## config.mk

```make
export PLATFORM = sky130hd
export DESIGN_NAME = a2p_div_stage
export DESIGN_NICKNAME = d
export VERILOG_FILES = /design/src/hdl/a2p_pkg.sv /design/src/hdl/a2p_div_stage.sv
export SDC_FILE = /design/constraint.sdc
export NUM_CORES = 1
export LEC_CHECK = 0
export BUFFER_PORTS_ARGS = -buffer_cell sky130_fd_sc_hd__buf_2
export CAP_MARGIN = 20
export CORE_MARGIN = 4
export CORE_UTILIZATION = 43
export DETAILED_ROUTE_END_ITERATION = 10
export GPL_TIMING_DRIVEN = 1
export PLACE_DENSITY = 0.75
export SETUP_SLACK_MARGIN = 0.1
export SKIP_CTS_REPAIR_TIMING = 1
export SLEW_MARGIN = 10
export SYNTH_ARGS = -nofsm -noshare
export SYNTH_HDL_FRONTEND = slang
export SYNTH_SLANG_ARGS = --single-unit
```

## constraint.sdc

```tcl
create_clock -name clk -period 2.8 [get_ports clk]
set_clock_uncertainty 0.1 [all_clocks]
set_input_delay 0.56 -clock clk [delete_from_list [all_inputs] [get_ports clk]]
set_output_delay 0.56 -clock clk [all_outputs]
set_load 0.01 [all_outputs]
```

## src/hdl/a2p_pkg.sv

```systemverilog
// shared constants and types for the polynomial arctangent block
// no dependencies
package a2p_pkg;

  localparam int DEF_INPUT_WIDTH     = 16;
  localparam int DEF_ANGLE_FRAC_BITS = 13;

  // ratio and polynomial work in q30
  localparam int QF    = 30;
  localparam int QW    = QF + 1;   // ratio bits, ratio reaches 1.0
  localparam int TW    = 33;       // signed horner accumulator
  localparam int NCOEF = 6;

  localparam logic [31:0] PI_Q      = 32'hC90FDAA2;
  localparam logic [31:0] HALF_PI_Q = 32'h6487ED51;

  // horner coefficients, highest power first, signs folded in
  localparam logic signed [TW-1:0] COEF [NCOEF] = '{
    -33'sd14474544,
     33'sd61715796,
    -33'sd130179461,
     33'sd210062475,
    -33'sd357550226,
     33'sd1073737132
  };

  typedef struct packed {
    logic zero;
    logic xneg;
    logic yneg;
    logic swap;
  } ctl_t;

endpackage

```

## src/hdl/a2p_div_stage.sv

```systemverilog
// one quotient bit of the pipelined restoring divider
// uses a2p_pkg
module a2p_div_stage #(
  parameter int W     = 16,
  parameter bit FIRST = 1'b0
) (
  input  logic                 clk,
  input  logic                 rst,
  input  logic                 en,
  input  logic                 valid_in,
  input  a2p_pkg::ctl_t        ctl_in,
  input  logic [W-1:0]         big_in,
  input  logic [W-1:0]         rem_in,
  input  logic [a2p_pkg::QW-1:0] q_in,
  output logic                 valid,
  output a2p_pkg::ctl_t        ctl,
  output logic [W-1:0]         big,
  output logic [W-1:0]         rem,
  output logic [a2p_pkg::QW-1:0] q
);
  import a2p_pkg::*;

  logic [W:0] trial;
  logic [W:0] diff;
  logic       ge;

  always_comb begin
    // first bit compares the smaller magnitude directly, the rest shift
    trial = FIRST ? {1'b0, rem_in} : {rem_in, 1'b0};
    ge    = trial >= {1'b0, big_in};
    diff  = trial - {1'b0, big_in};
  end

  always_ff @(posedge clk) begin
    if (rst) begin
      valid <= 1'b0;
    end else if (en) begin
      valid <= valid_in;
    end
    if (en) begin
      ctl <= ctl_in;
      big <= big_in;
      rem <= ge ? diff[W-1:0] : trial[W-1:0];
      q   <= {q_in[QW-2:0], ge};
    end
  end
endmodule

```

==> results.md, run 1 <==
* Status: finished clean
* Routed WL at 7.245 mm
* Number of synthesized flops with an enable pin at 67
* FMAX at 0.3899 GHz
* Largest net degree at the start of global routing at 47
* Switching Fraction at 24.43%
* H-tree depth at 3
* Int Power at 2.098 mW
* GRT Overall Usage at 16.10%
* Crit Path Class: primary input to flop
* Post-synth top area share at 62.94%
* Hold Crit Class: primary input to flop
* Root buffer cell: clkbuf_8
* Worst path required time at 2.79 ns
* Initial Utilization at 44.07%
* First-pass GRT wire length at 10.86 mm
* Startpoint types: primary input
* Post-synthesis cell count at 224
* Netlist cell types at 44
* Synth warn at 0
* Final Worst Setup Slack at 0.2351 ns
* Area Growth Syn to Fin at 38.12%
* Port buffer count at 137
* CTS tree: done
* Clock-pin slew on the worst setup and hold paths at 0.08 ns
* DR vias/cell at 4.811
* Clk sinks at 68
* DP Worst Slack at -0.2030 ns
* Nets at 476
* Row cnt at 31
* Synthesized area per cell at 14.27 um^2
* Clk buf depth at 2
* Syn_nets at 312
* Io pins at 139
* Synthesized area at 3197 um^2
* DRC errors left at 0
* Crit Path Max Fanout at 3
* Register area share after synthesis at 63.56%
* Dominant synthesized flop cell: edfxtp_1
* Antenna cell count at 0
* Cell count after placement at 476
* Net switching power at 0.6783 mW
* Max Slew Vio Count at 0
* Maximum VDD drop at 0.2469 mV
* Max-slew headroom at 61.62%
* Drt pass-1 iters at 4
* Cell taking the most area after synthesis: edfxtp_1
* Ranking of synthesized cells by area: edfxtp_1 (63%), ha_1 (6.3%), mux2_4 (2.8%)
* Worst-Margin Slew at 0.5757 ns
* Grt total ovfl at 0
* ANT nets after route at 0
* WP data arrival at 2.55 ns
* Number of global-route vias before repair at 2317
* Cell Count, Final, Fillers Out at 492
* Final Setup Violations at 0
* HPWL after detailed placement at 5.654 mm
* Clock power frac at 35.1%
* Initial antenna violation count at 0
* Most common cell in the netlist: edfxtp_1
* Share of cells above drive strength 1 at 48.85%
* P_leak at 1.980 nW
* P per Cell Area at 628.8 nW/um^2
* Vias post-DR at 2367
* DRT iter0 DRCs at 83
* CP Capture Type: flop
* Later-pin clock latency in the skew report at 0.34 ns
* Top post-synthesis cells by count: edfxtp_1 (67), inv_1 (19), ha_1 (16)
* Routed len/inst at 14.73 um
* Core area at 7253 um^2
* Die span in x at 94.23 um
* Period utilization at 91.61%
* Setup TNS at 0 ns
* GPL Wtd Cong at 0.7676
* Final hold violation count at 0
* Die H at 94.23 um
* Synth Register Bits at 68
* RSZ-0062 raised after global routing: no
* Comb pwr share at 19.7%
* Async SR Flop Fraction at 0%
* Reg power frac at 45.3%
* Max cap viols at 0
* Die ar. at 8878 um^2
* Crit path time final at 2.565 ns
* Num CTS Buffers at 9
## layer usage
layer	vias to the layer above	GRT usage (%)	share of wire (%)
met5	-	0	0
met4	0	5.656	0.98
met3	7	5.369	10
met2	104	27.48	48
met1	1091	18.86	40
li1	1165	-	-
## cell families after synthesis
group / Yosys count / share of synthesized area, %
compound gates: 45 / 10.18
xor+xnor: 11 / 3.014
fa+ha+maj: 17 / 6.888
buf+inv: 21 / 3.014
flops: 68 / 63.56
mux: 15 / 5.871
simple gates: 47 / 7.476
## flip-flops by register name, indices dropped and copies added, names as in the netlist
signal  count
valid       1
q          31
rem        16
ctl         4
big        16
## per-stage QoR
step	util [%]	power (mW)	hold slack [ns]	area (um^2)
after floorplan	-	1.596	0.4279	3247
after global placement	57.53	1.816	0.3732	4173
after detailed placement	57.53	1.831	0.3844	4173
after CTS	60.86	2.802	0.2513	4414
after global routing	60.88	2.910	0.2666	4415
final	60.88	2.776	0.2659	4415
## critical path, cell delays in order
cell	delay [ns]
buf_2	0.12
fa_1	0.44
nand2b_1	0.20
a2111oi_1	0.43
buf_4	0.19
nor2_1	0.05
a31oi_1	0.21
xor2_1	0.09
mux2_4	0.26
## area by class of cell
cell class	instances	area, um^2
fill	605	2838
sequential	68	2032
multi-input combinational	135	1114
timing repair buffer	155	833.3
clock buffer	10	127.6
tap	99	123.9
clock inverter	6	113.9
inverter	19	71.32
## power by group through the flow
| stage | clock network [mW] | registers (mW) | logic, mW |
|---|---|---|---|
| floorplan | 0 | 1.34 | 0.254 |
| global placement | 0 | 1.28 | 0.538 |
| detailed placement | 0 | 1.28 | 0.550 |
| CTS | 0.990 | 1.26 | 0.553 |
| global route | 1.05 | 1.26 | 0.599 |
| finish | 0.973 | 1.26 | 0.546 |
## worst paths after layout
check             startpoint  endpoint  slack [ns]  depth (start not counted)
setup / recovery   big_in[0]   rem[12]        0.24                          9
setup reg to reg       valid     valid        2.12                          2
hold reg to reg        valid     valid        0.41                          2
hold / removal           rst     valid        0.27                          2
## cells in the final DEF, fill, tap and decap left out, types with 3 or more instances in the layout
cell type  Yosys  final
a211oi_1       3      3
a21o_1         5      5
a21oi_1       11     11
and2_1         3      3
buf_2          1    137
buf_4          0     17
bufinv_16      0      3
clkbuf_8       0      9
edfxtp_1      67     67
ha_1          16     13
inv_1         19     18
mux2_2         6      6
mux2_4         6      6
mux2i_1        3      3
nand2_1       10     10
nand3_1        5      5
nor2_1        12     12
nor2b_1        3      3
nor3_1         3      3
o211ai_1       3      3
o21a_1         3      3
o21ai_0        7      7
or3_1          3      3
xnor2_1        6      6
xor2_1         5      5
(Power assumes the default switching activity.)
==> inputs of run 2 (changes only) <==
Settings changed: CORE_UTILIZATION 43 to 47, PLACE_DENSITY 0.75 to 0.78.
Clock period 2.8 ns to 2.49 ns, I/O delays scaled along.
==> results.md, run 2 (synthesis gave the netlist of run 1 again) <==
* Fill count at 451
* First-pass GRT wire length at 12.16 mm
* Worst path required time at 2.48 ns
* Finished Cell Area at 4898 um^2
* Final Setup Violations at 0
* Grt met1 use at 22.58%
* Area Growth Syn to Fin at 53.23%
* Max incr delay on CP at 0.40 ns
* Io pins at 139
* Tot Pwr at 3.295 mW
* Core area at 6459 um^2
* Top reg by flops: q
* DRC errors left at 0
* Routed WL at 8.375 mm
* Largest regs: q: 31 flops, big: 16 flops, rem: 16 flops
* Die span in x at 90.47 um
* HPWL after detailed placement at 5.928 mm
* Routed len/inst at 16.49 um
* Port buffer count at 137
* Startpoint types: primary input
* Later-pin clock latency in the skew report at 0.34 ns
* Met2 Usage GRT at 31.50%
* Global Route met3 Usage at 5.833%
* Clk buf depth at 2
* Status: finished clean
* H-tree depth at 3
* Max cap viols at 0
* P_leak at 2.199 nW
* Crit path time final at 2.398 ns
* Drt pass-1 iters at 4
* Maximum VDD drop at 0.4058 mV
* Worst-Margin Slew at 0.5048 ns
* WP data arrival at 2.39 ns
* FMAX at 0.4169 GHz
* Period utilization at 96.32%
* Final hold violation count at 0
* Initial antenna violation count at 0
* Clock-pin slew on the worst setup and hold paths at 0.08 ns
* ANT nets after route at 0
* Hold Crit Class: primary input to flop
* Max reg flops at 31
* Max Slew Vio Count at 0
* Num CTS Buffers at 9
* Row cnt at 29
* Share of cells above drive strength 1 at 58.70%
* Vias post-DR at 2569
* FF/Latch Area at 2032 um^2
* DRT iter0 DRCs at 96
* Placement Cell Area at 4353 um^2
* Most frequent cells in the layout: buf_2 (133), edfxtp_1 (67), buf_4 (55)
* CTS tree: done
* Die H at 90.47 um
* Clk sinks at 68
* GPL Wtd Cong at 0.8487
* Max-slew headroom at 66.34%
* GRT Overall Usage at 18.60%
* Crit Path Max Fanout at 5
* Root buffer cell: clkbuf_8
* Setup TNS at 0 ns
* Number of global-route vias before repair at 2583
* Cell Count, Final, Fillers Out at 508
* Multi-input gate area at 1294 um^2
* Most common cell after layout, fill and taps aside: buf_2
* Critical path's slowest cell: o311a_4
* Nets at 514
* RSZ-0062 raised after global routing: no
* Grt total ovfl at 0
* Largest net degree at the start of global routing at 41
* Initial Utilization at 49.50%
* DR vias/cell at 5.057
* P per Cell Area at 672.7 nW/um^2
* Most used routing layer: met2
* R2r setup slk at 1.78 ns
* Antenna cell count at 0
* Crit-path cells: buf_4 -> ha_4 -> and2_4 -> nand4_1 -> o311a_4 -> a21boi_4 -> buf_12 -> mux2_2
* Cell count after placement at 477
* Crit Path Class: primary input to flop
* CP Capture Type: flop
* Die ar. at 8185 um^2
[run 2: final timing paths]
| kind | start | to | depth (start not counted) |
|---|---|---|---|
| min | rst | valid | 2 |
| max | rem_in[5] | rem[6] | 8 |
| min reg2reg | valid | valid | 2 |
| max reg2reg | valid | valid | 2 |
[run 2: per-layer routing]
layer  share of wire, %  up-vias
li1                   -     1243
met1                 41     1194
met2                 50      114
met3                6.7       18
met4                2.2        0
met5                  0        -
[run 2: metrics by stage]
step                      hold WS (ns)  setup WS, ns  utilization (%)
after global routing            0.2027       0.03962            75.84
after CTS                       0.1870      -0.03873            71.12
after global placement          0.3700       -0.4236            67.40
after floorplan                 0.4279      -0.08714                -
final                           0.1982       0.09157            75.84
after detailed placement        0.4126       -0.4215            67.40
[run 2: power breakdown]
part,total (mW),internal (mW),switching [mW]
Clock,1.11,0.668,0.441
Sequential,1.41,1.39,0.0235
Combinational,0.772,0.408,0.365
Total,3.29,2.47,0.829
[run 2: area by class of cell]
| class | instances | area share (%) |
|---|---|---|
| Timing Repair Buffer | 193 | 23.63 |
| Inverter | 19 | 1.609 |
| Tap cell | 77 | 1.967 |
| Sequential cell | 68 | 41.48 |
| Clock buffer | 10 | 2.605 |
| Multi-Input combinational cell | 135 | 26.41 |
| Clock inverter | 6 | 2.299 |
[run 2: worst max-delay path, delay by kind of cell]
kind	cells	cell delay (ns)
AND/OR/NAND/NOR	2	0.29
buffers and inverters	2	0.29
AO/OA/AOI/OAI	2	0.69
adder cells (fa/ha/maj)	1	0.29
multiplexers	1	0.34
